`config.mk`:
```
export PLATFORM = sky130hd
export DESIGN_NAME = ccgb_ctrl
export DESIGN_NICKNAME = d
export VERILOG_FILES = /design/src/sv/ccgb_pkg.sv /design/src/sv/ccgb_ctrl.sv
export SDC_FILE = /design/constraint.sdc
export NUM_CORES = 1
export LEC_CHECK = 0
export BUFFER_PORTS_ARGS = -buffer_cell sky130_fd_sc_hd__clkbuf_2
export CORE_UTILIZATION = 41
export CTS_CLUSTER_DIAMETER = 100
export CTS_CLUSTER_SIZE = 24
export DETAILED_ROUTE_END_ITERATION = 16
export PLACE_DENSITY = 0.83
export RECOVER_POWER = 25
export SETUP_SLACK_MARGIN = 0.15
export SLEW_MARGIN = 10
export SYNTH_ARGS = -nofsm -noshare
export SYNTH_HDL_FRONTEND = slang
export SYNTH_SLANG_ARGS = --single-unit
```
`constraint.sdc`:
```
create_clock -name clock -period 1.45 [get_ports clock]
set_clock_uncertainty 0.2 [all_clocks]
set_input_delay 0.0725 -clock clock [delete_from_list [all_inputs] [get_ports clock]]
set_output_delay 0.0725 -clock clock [all_outputs]
set_load 0.01 [all_outputs]
```
`src/sv/ccgb_pkg.sv`:
```
// Shared codes and the control/status bundles of the cross-correlogram binner.
// No dependencies.
package ccgb_pkg;

   // request commands
   localparam logic [1:0] OP_SPIKE = 2'd0;
   localparam logic [1:0] OP_READ  = 2'd1;
   localparam logic [1:0] OP_CLEAR = 2'd2;

   // response status codes
   localparam logic [1:0] STAT_OK       = 2'd0;
   localparam logic [1:0] STAT_BAD_MARK = 2'd1;
   localparam logic [1:0] STAT_ORDER    = 2'd2;
   localparam logic [1:0] STAT_OVERFLOW = 2'd3;

   // configuration register indexes
   localparam int CSR_INDEX_W = 1;
   localparam int CSR_DATA_W  = 16;
   localparam logic [CSR_INDEX_W-1:0] REG_BIN_SIZE  = 1'b0;
   localparam logic [CSR_INDEX_W-1:0] REG_HALF_BINS = 1'b1;

   localparam logic [15:0] BIN_SIZE_RESET  = 16'd1;
   localparam logic [5:0]  HALF_BINS_RESET = 6'd10;

   typedef struct packed {
      logic latch;     // take the request
      logic setup;     // edge limit, loop start, error check
      logic chk;       // capture stored spike and distance
      logic cmp;       // drop stale entry or start pairing
      logic div_step;  // one quotient bit
      logic b1_wr;     // write back count with new spike as centre
      logic b2_sel;    // address the count with stored spike as centre
      logic b2_wr;     // write back that count
      logic adv;       // next stored spike
      logic push;      // store new spike
      logic clr_step;  // one entry of the clearing sweep
      logic hrd_sel;   // address the count named by a read request
      logic hcap;      // capture read count
      logic load_rsp;  // move result to the response register
   } ccgb_cmd_type;

   typedef struct packed {
      logic [1:0] op;
      logic       err;
      logic       more;
      logic       stale;
      logic       b1_ok;
      logic       pair2;
      logic       div_last;
      logic       clr_last;
      logic       rsp_free;
   } ccgb_stat_type;

endpackage

```
`src/sv/ccgb_ctrl.sv`:
```
// Sequencer of the cross-correlogram binner: walks the window and the
// histogram updates for each request. Depends on ccgb_pkg.
module ccgb_ctrl import ccgb_pkg::*; (
   input  logic          clock,
   input  logic          reset,
   input  logic          req_valid,
   output logic          req_ready,
   input  ccgb_stat_type stat,
   output ccgb_cmd_type  cmd
);
   localparam logic [3:0] ST_CLR  = 4'd0;
   localparam logic [3:0] ST_IDLE = 4'd1;
   localparam logic [3:0] ST_SETUP = 4'd2;
   localparam logic [3:0] ST_NEXT = 4'd3;
   localparam logic [3:0] ST_WCHK = 4'd4;
   localparam logic [3:0] ST_CMP  = 4'd5;
   localparam logic [3:0] ST_DIV  = 4'd6;
   localparam logic [3:0] ST_B1R  = 4'd7;
   localparam logic [3:0] ST_B1W  = 4'd8;
   localparam logic [3:0] ST_B2R  = 4'd9;
   localparam logic [3:0] ST_B2W  = 4'd10;
   localparam logic [3:0] ST_PUSH = 4'd11;
   localparam logic [3:0] ST_HRD  = 4'd12;
   localparam logic [3:0] ST_HCAP = 4'd13;
   localparam logic [3:0] ST_DONE = 4'd14;

   logic [3:0] state_ff, state_in;
   logic       clr_rsp_ff, clr_rsp_in;

   always_comb begin
      state_in   = state_ff;
      clr_rsp_in = clr_rsp_ff;
      cmd        = '0;
      req_ready  = 1'b0;
      case (state_ff)
         ST_CLR: begin
            cmd.clr_step = 1'b1;
            if (stat.clr_last) begin
               state_in   = clr_rsp_ff ? ST_DONE : ST_IDLE;
               clr_rsp_in = 1'b0;
            end
         end
         ST_IDLE: begin
            req_ready = 1'b1;
            if (req_valid) begin
               cmd.latch = 1'b1;
               case (stat.op)
                  OP_SPIKE: state_in = ST_SETUP;
                  OP_READ:  state_in = ST_HRD;
                  OP_CLEAR: begin
                     state_in   = ST_CLR;
                     clr_rsp_in = 1'b1;
                  end
                  default:  state_in = ST_DONE;
               endcase
            end
         end
         ST_SETUP: begin
            cmd.setup = 1'b1;
            state_in  = stat.err ? ST_DONE : ST_NEXT;
         end
         ST_NEXT: begin
            state_in = stat.more ? ST_WCHK : ST_PUSH;
         end
         ST_WCHK: begin
            cmd.chk  = 1'b1;
            state_in = ST_CMP;
         end
         ST_CMP: begin
            cmd.cmp  = 1'b1;
            state_in = stat.stale ? ST_NEXT : ST_DIV;
         end
         ST_DIV: begin
            cmd.div_step = 1'b1;
            if (stat.div_last) begin
               state_in = ST_B1R;
            end
         end
         ST_B1R: begin
            state_in = stat.b1_ok ? ST_B1W : ST_B2R;
         end
         ST_B1W: begin
            cmd.b1_wr = 1'b1;
            state_in  = ST_B2R;
         end
         ST_B2R: begin
            cmd.b2_sel = 1'b1;
            if (stat.pair2) begin
               state_in = ST_B2W;
            end else begin
               cmd.adv  = 1'b1;
               state_in = ST_NEXT;
            end
         end
         ST_B2W: begin
            cmd.b2_wr = 1'b1;
            cmd.adv   = 1'b1;
            state_in  = ST_NEXT;
         end
         ST_PUSH: begin
            cmd.push = 1'b1;
            state_in = ST_DONE;
         end
         ST_HRD: begin
            cmd.hrd_sel = 1'b1;
            state_in    = ST_HCAP;
         end
         ST_HCAP: begin
            cmd.hcap = 1'b1;
            state_in = ST_DONE;
         end
         ST_DONE: begin
            if (stat.rsp_free) begin
               cmd.load_rsp = 1'b1;
               state_in     = ST_IDLE;
            end
         end
         default: state_in = ST_IDLE;
      endcase
   end

   always_ff @(posedge clock) begin
      if (reset) begin
         state_ff   <= ST_CLR;
         clr_rsp_ff <= 1'b0;
      end else begin
         state_ff   <= state_in;
         clr_rsp_ff <= clr_rsp_in;
      end
   end
endmodule

```
==> impl_metrics.yaml, run 1 <==
run_status:
  status: "aborted with a tool error"
  stop_stage: "5_1_grt"
  stop_error: "[ERROR GRT-0232] Routing congestion too high. Check the congestion heatmap in the GUI."
floorplanning:
  die-width_um: 41.3
  num_io_pins: 28
  row_count: 13
  start_util_pct: 46.3
  fp.dieH_um: 41.3
synthesis:
  yosysTopAreaCell: "dfxtp_1"
  seq_area_frac_synth_pct: 15.8
  syn_nets: 109
  syn_area_um2: 633
  synth_top_area_share_pct: 15.8
  yosysWarnings: 0
  synthCells: 93
  synth_seq_cells: 5
  synth_area_leaders: "dfxtp_1 (16%), nor2_1 (9.5%), nor3_1 (7.9%)"
  syn_area_per_cell_um2: 6.81
  synth.distinct_cells: 30
placed_design:
  hpwl_um: 1610
  io_buffers: 27
  gp_congestion: 0.956
  dpl_cell_area_um2: 926
global_route:
  grt_overflow: 10
  grt_max_degree: 11
  track_usage_pct: 70.2
clock_network:
  cts_sinks: 5
  cts_max_level: 1
  cts_buffers: 3
  cts_buffer_depth: 2
  cts_root_buf: "clkbuf_4"
sta:
  worst_path_end_type: "register data pin"
  crit_endpoint: "state_ff[2]$_SDFFE_PP0P_/D"
## synth_stat cells
master	n
nor2_1	16
nor3_1	10
nand2_1	7
inv_1	6
buf_2	5
dfxtp_1	5
a21o_1	4
ha_1	3
mux2i_1	3
nand2b_1	3
nor2b_1	3
o21ai_0	3
a21oi_1	2
a221o_1	2
a32oi_1	2
buf_6	2
nand3_1	2
nor4_1	2
o21bai_1	2
a211o_1	1
a211oi_1	1
a221oi_1	1
a31o_1	1
a32o_1	1
and2_1	1
clkbuf_1	1
o211ai_1	1
o31ai_1	1
o32ai_2	1
or2_1	1
## cell families after synthesis
family                   after synthesis  share of synthesized area, %
AND/OR/NAND/NOR                       45                          33.0
flip-flops                             5                          15.8
adder cells (fa/ha/maj)                3                          5.93
buffers and inverters                 14                          11.7
multiplexers                           3                          4.74
AO/OA/AOI/OAI                         23                          28.9
## layer usage
metal | GRT usage, % | GRT overflow
met5 | 0 | 0
met4 | 78.2 | 4
met3 | 44.1 | 0
met2 | 93.0 | 6
met1 | 69.3 | 0
## per-stage QoR
stage	instances	setup slack [ns]	TNS, ns	utilization [%]	hold WS, ns
4_1_cts	164	-0.157	-1.30	84.4	0.0267
2_1_floorplan	93	-0.111	-0.249	-	-0.0547
3_5_place_dp	150	-0.195	-0.815	67.8	0.131
3_3_place_gp	150	-0.177	-0.757	67.8	0.133
## timing repair
| action | CTS |
|---|---|
| endpoints found under the hold margin | 3 |
| hold buffers | 2 |
| buffers inserted | 8 |
| pin swaps | 13 |
| gates resized for setup | 31 |
| endpoints found under the setup margin | 20 |
==> inputs of run 2 (changes only) <==
--- a/config.mk
+++ b/config.mk
@@ -6,13 +6,11 @@
 export NUM_CORES = 1
 export LEC_CHECK = 0
 export BUFFER_PORTS_ARGS = -buffer_cell sky130_fd_sc_hd__clkbuf_2
-export CORE_UTILIZATION = 41
-export CTS_CLUSTER_DIAMETER = 100
-export CTS_CLUSTER_SIZE = 24
+export CORE_AREA = 2 2 63 65
 export DETAILED_ROUTE_END_ITERATION = 16
-export PLACE_DENSITY = 0.83
+export DIE_AREA = 0 0 65 67
+export PLACE_DENSITY_LB_ADDON = 0.15
 export RECOVER_POWER = 25
-export SETUP_SLACK_MARGIN = 0.15
 export SLEW_MARGIN = 10
 export SYNTH_ARGS = -nofsm -noshare
 export SYNTH_HDL_FRONTEND = slang
==> constraint.sdc (replaced) <==
create_clock -name clock -period 1.9 [get_ports clock]
set_clock_uncertainty 0.2 [all_clocks]
set_input_delay 0.095 -clock clock [delete_from_list [all_inputs] [get_ports clock]]
set_output_delay 0.095 -clock clock [all_outputs]
set_load 0.01 [all_outputs]
==> impl_metrics.yaml, run 2 <==
run_status:
  status: "finished clean"
worst_setup_path:
  crit_path_start_kind: "flip-flop"
  r2r-end: "state_ff[3]$_SDFFE_PP0P_"
  worst_ep_required_time_ns: 1.60
  crit_fanout: 10
  endpoint_kind: "primary output"
  rr_startpoint: "state_ff[2]$_SDFFE_PP0P_"
  r2r_cells: 5
  cp.arrival_ns: 1.49
  path_class: "reg2out"
  reg2reg_setup_slack_ns: 0.14
synthesis:
  synth_top_area_share_pct: 15.8
  syn_area_per_cell_um2: 6.81
  synth_most_common_cell: "nor2_1"
  synth_seq_cells: 5
  yosysWarnings: 0
  synth.distinct_cells: 30
  seq_area_frac_synth_pct: 15.8
  yosysTopAreaCell: "dfxtp_1"
  synthCells: 93
  async_reset_ff_share_pct: 0
  synth_area_leaders: "dfxtp_1 (16%), nor2_1 (9.5%), nor3_1 (7.9%)"
  synth_edf_count: 0
  synth_commonest_cells: "nor2_1 (16), nor3_1 (10), nand2_1 (7), inv_1 (6)"
  syn_area_um2: 633
  ys.flop_type: "dfxtp_1"
  syn_nets: 109
hold_path:
  hold_class: "in2reg"
  hold_end: "state_ff[3]$_SDFFE_PP0P_"
  min_path_cells: 3
  min_from: "stat[0]"
power_and_ir_drop:
  power.ir.vdd_worst_v: 0.000222
  leakagePower_nw: 0.432
  p_per_area_nw_per_um2: 1450
sta:
  hold_viol: 0
  period_share_pct: 94.0
  worstMarginPinSlew_ns: 0.426
  setup_viol: 0
  finalCriticalPeriod_ns: 1.79
  clock.fmax_mhz: 560
  rsz0062_at_grt: "false"
  slew_headroom_pct: 71.3
  slew_viol_final: 0
  finalSetupTns_ns: 0
global_route:
  track_usage_pct: 11.0
  grt_pass1_wl_um: 3580
  grt_antenna_before_repair: 0
  grt_max_degree: 20
  grt_overflow: 0
  grt_pass1_vias: 750
finish:
  area_growth_pct: 43.5
  drive_above_1_share_pct: 30.7
  finalInstanceArea_um2: 908
  regMostFlops: "state_ff"
  antenna_cells: 0
  final.fill_count: 412
  final_cell_mix: "clkbuf_2 (24), nor2_1 (16), nor3_1 (10)"
  final_common_cell: "clkbuf_2"
  seq_area_um2: 101
  fin_cells: 175
  nets: 144
  reg_top3: "state_ff (4), clr_rsp_ff (1)"
  multi_input_area_um2: 459
  largest_register_ffs: 4
  final_core_util_pct: 25.2
floorplanning:
  die-area_um2: 4360
  die-width_um: 65
  coreArea_um2: 3610
  row_count: 22
  fp.dieH_um: 67
  start_util_pct: 17.6
  num_io_pins: 28
clock_network:
  cts_tree: "yes"
  cts_root_buf: "clkbuf_8"
  insertion_delay_ns: 0.23
  cts_max_level: 1
  cts_buffers: 3
  cts_buffer_depth: 2
  cts_sinks: 5
  cts.clk_slew.worst_paths_ns: 0.04
detailed_routing:
  wl_um: 2190
  vias: 801
  ant_nets: 0
  post-route-drc-count: 0
  via_per_inst: 4.58
  dr.pass1.iters: 4
  drtIter0Drc: 19
  drt-wirelength-per-cell_um: 12.5
placed_design:
  dp_cells: 170
  io_buffers: 27
  dpl_cell_area_um2: 852
  hpwl_um: 1810
  gp_congestion: 0.712
job:
  maxCapViolCount: 0
==> run 2: cell counts after synthesis <==
Identical to the previous run, type by type.
==> run 2: metal layers <==
| layer | wire length (um) | part of all wire, % | global-route usage [%] | vias to the layer above |
|---|---|---|---|---|
| met4 | 44 | 2.0 | 5.59 | 0 |
| met3 | 149 | 6.8 | 3.38 | 5 |
| met1 | 949 | 43 | 12.4 | 372 |
| met2 | 1040 | 48 | 18.7 | 27 |
| li1 | - | - | - | 397 |
| met5 | 0 | 0 | 0 | - |
==> run 2: kinds of logic (layout without fill, tap and decap cells) <==
| family | Yosys count | count (layout) | share of synthesized area, % |
|---|---|---|---|
| compound gates | 23 | 23 | 28.9 |
| flops | 5 | 5 | 15.8 |
| mux | 3 | 3 | 4.74 |
| fa+ha+maj | 3 | 3 | 5.93 |
| buf+inv | 14 | 48 | 11.7 |
| simple gates | 45 | 45 | 33.0 |
==> run 2: through the flow <==
step	setup slack (ns)	hold slack, ns	power (mW)
2_1_floorplan	0.298	-0.0322	0.846
3_3_place_gp	0.180	0.159	1.11
3_5_place_dp	0.187	0.161	1.10
4_1_cts	0.0529	0.0453	1.32
5_1_grt	0.0112	0.0818	1.43
6_report	0.115	0.0465	1.32
==> run 2: where the power goes <==
part | internal, mW | switching [mW] | leakage (nW) | total [mW]
registers | 0.148 | 0.0863 | 0.0414 | 0.234
logic | 0.414 | 0.461 | 0.368 | 0.874
clock network | 0.145 | 0.0627 | 0.0228 | 0.208
total | 0.706 | 0.610 | 0.432 | 1.32
==> run 2: worst max-delay path, cell delays in order, from the launching register on <==
cell and delay (ns):
dfxtp_1 0.40, or2_0 0.31, buf_4 0.17, nor2_1 0.11
and2_1 0.14, clkbuf_2 0.12
==> run 2: cell type report <==
class	instances	share of cell area, %
timing repair buffer	38	24.2
clock buffer	4	4.96
inverter	6	2.48
multi-input combinational	74	50.6
tap	48	6.61
sequential	5	11.2
==> run 2: repair_timing <==
item                       in CTS  in global routing
hold endpoints to repair        2                  0
setup endpoints to repair       0                  3
resized for setup               0                  2
hold buffers                    1                  0
setup buffers                   0                  0
==> run 2: worst max-delay path by stage <==
stage / start / end / slack (ns) / cells after the start
6_report: state_ff[2]$_SDFFE_PP0P_ / cmd[13] / 0.11 / 5
5_1_grt: state_ff[0]$_SDFFE_PP0P_ / cmd[13] / 0.01 / 6
4_1_cts: state_ff[1]$_SDFFE_PP0P_ / cmd[13] / 0.05 / 6
3_5_place_dp: state_ff[1]$_SDFFE_PP0P_ / state_ff[3]$_SDFFE_PP0P_ / 0.19 / 5
3_3_place_gp: state_ff[0]$_SDFFE_PP0P_ / state_ff[0]$_SDFFE_PP0P_ / 0.18 / 6
2_1_floorplan: state_ff[1]$_SDFFE_PP0P_ / state_ff[3]$_SDFFE_PP0P_ / 0.30 / 6
Power figures use the tool's default switching activity.
==> inputs of run 3 (changes only) <==
--- a/config.mk
+++ b/config.mk
@@ -11,6 +11,7 @@
 export DIE_AREA = 0 0 65 67
 export PLACE_DENSITY_LB_ADDON = 0.15
 export RECOVER_POWER = 25
+export SETUP_SLACK_MARGIN = 0.5
 export SLEW_MARGIN = 10
 export SYNTH_ARGS = -nofsm -noshare
 export SYNTH_HDL_FRONTEND = slang
==> impl_metrics.yaml, run 3 (synthesized netlist as in run 2, its figures left out) <==
floorplanning:
  die-width_um: 65
  start_util_pct: 17.6
  row_count: 22
  num_io_pins: 28
  fp.dieH_um: 67
  coreArea_um2: 3610
  die-area_um2: 4360
clock_network:
  insertion_delay_ns: 0.23
  cts_tree: "yes"
  cts_buffer_depth: 2
  cts.clk_slew.worst_paths_ns: 0.04
  cts_sinks: 5
  cts_buffers: 3
  cts_max_level: 1
  cts_root_buf: "clkbuf_8"
finish:
  final_core_util_pct: 29.2
  regMostFlops: "state_ff"
  final_common_cell: "clkbuf_2"
  final.fill_count: 406
  area_growth_pct: 66.4
  reg_top3: "state_ff (4), clr_rsp_ff (1)"
  final_cell_mix: "clkbuf_2 (20), nor2_1 (12), buf_4 (10)"
  nets: 148
  antenna_cells: 0
  drive_above_1_share_pct: 48.9
  largest_register_ffs: 4
placed_design:
  hpwl_um: 1660
  gp_congestion: 0.749
  io_buffers: 27
global_route:
  grt_pass1_vias: 682
  grt_pass1_wl_um: 3240
  grt_max_degree: 21
  track_usage_pct: 10.0
  grt_antenna_before_repair: 0
  grt_overflow: 0
hold_path:
  hold_end: "state_ff[3]$_SDFFE_PP0P_"
  hold_class: "in2reg"
  min_from: "stat[0]"
  min_path_cells: 3
sta:
  hold_viol: 0
  finalSetupTns_ns: 0
  worstMarginPinSlew_ns: 0.323
  period_share_pct: 87.5
  slew_viol_final: 0
  setup_viol: 0
  slew_headroom_pct: 78.5
  rsz0062_at_grt: "true"
  clock.fmax_mhz: 602
  finalCriticalPeriod_ns: 1.66
power_and_ir_drop:
  p_clk_share_pct: 12.9
  comb_power_share_pct: 70.5
  p_sw_share_pct: 45.9
  internal-power_uw: 856
  leakagePower_nw: 0.479
  seqPwrFrac_pct: 16.6
  p_sw_uw: 726
  power.ir.vdd_worst_v: 0.000378
  p_per_area_nw_per_um2: 1500
worst_setup_path:
  endpoint_kind: "flip-flop"
  crit_fanout: 5
  r2r_cells: 6
  reg2reg_setup_slack_ns: 0.24
  path_class: "reg2reg"
  rr_startpoint: "state_ff[1]$_SDFFE_PP0P_"
  r2r-end: "state_ff[0]$_SDFFE_PP0P_"
  crit_path_start_kind: "flip-flop"
  cp.arrival_ns: 1.60
  worst_ep_required_time_ns: 1.83
detailed_routing:
  post-route-drc-count: 0
  dr.pass1.iters: 4
  via_per_inst: 4.56
  ant_nets: 0
  drt-wirelength-per-cell_um: 12.8
  drtIter0Drc: 26
  vias: 817
  wl_um: 2300
run_status:
  status: "finished clean"
job:
  maxCapViolCount: 0
run 3: cell count changes in the layout (fill, tap and decap cells not counted), moves of 3 or more:
cell / previous run / this run
dfxtp_1: 4 / 1
clkbuf_2: 24 / 20
buf_2: 0 / 3
nor2_1: 16 / 12
dfxtp_4: 0 / 4
buf_6: 1 / 4
run 3: critical path: stages (launching register included):
cell and delay, ns:
dfxtp_4 0.36, buf_4 0.15, nor2b_4 0.14, nand2_1 0.05, o21ai_0 0.07, a221o_1 0.35, a211oi_2 0.25
run 3: final cells by class:
cell class | count | area (um^2) | area share (%)
flip-flops and latches | 5 | 115 | 10.9
repair buffers | 42 | 272 | 25.8
inverters | 6 | 25.0 | 2.38
well taps | 48 | 60.1 | 5.70
multi-input cells | 74 | 537 | 51.0
clock buffers | 4 | 45.0 | 4.28
run 3: how the worst max path moves through the flow:
stage,start,end,slack (ns),depth (start not counted)
global placement,state_ff[3]$_SDFFE_PP0P_,state_ff[3]$_SDFFE_PP0P_,0.1,5
CTS,state_ff[1]$_SDFFE_PP0P_,state_ff[3]$_SDFFE_PP0P_,0.25,5
finish,state_ff[1]$_SDFFE_PP0P_,state_ff[0]$_SDFFE_PP0P_,0.24,6
global route,state_ff[1]$_SDFFE_PP0P_,state_ff[0]$_SDFFE_PP0P_,0.17,6
floorplan,state_ff[1]$_SDFFE_PP0P_,state_ff[3]$_SDFFE_PP0P_,0.34,6
detailed placement,state_ff[3]$_SDFFE_PP0P_,state_ff[3]$_SDFFE_PP0P_,0.08,5
run 3: what timing repair did:
item | in CTS | in global routing
endpoints found under the setup margin | 20 | 20
hold endpoints to repair | 2 | 0
hold buffers | 1 | 0
buffers inserted | 3 | 5
pin swaps | 1 | 6
gates resized for setup | 15 | 25
run 3: metal layers:
metal | vias up | wire [um] | GRT usage, %
met5 | - | 0 | 0
met3 | 3 | 184 | 4.90
met4 | 0 | 23 | 2.39
met2 | 26 | 1040 | 16.4
met1 | 381 | 1050 | 11.8
li1 | 407 | - | -
run 3: power groups by stage:
stage	Clock (mW)	Combinational (mW)	Sequential, mW
4_1_cts	0.202	0.941	0.267
3_3_place_gp	0	0.832	0.263
2_1_floorplan	0	0.718	0.185
3_5_place_dp	0	0.820	0.261
5_1_grt	0.216	1.21	0.271
6_report	0.204	1.12	0.263
run 3: stage by stage:
stage               setup WS (ns)  hold WS [ns]  area (um^2)  power (mW)  instances
finish                      0.238      0.000589         1050        1.58        179
global route                0.167        0.0350         1050        1.70        179
CTS                         0.249       0.00907          956        1.41        174
detailed placement         0.0774         0.158          837        1.08        166
global placement           0.0962         0.156          837        1.09        166
floorplan                   0.339       -0.0322          663       0.904         93
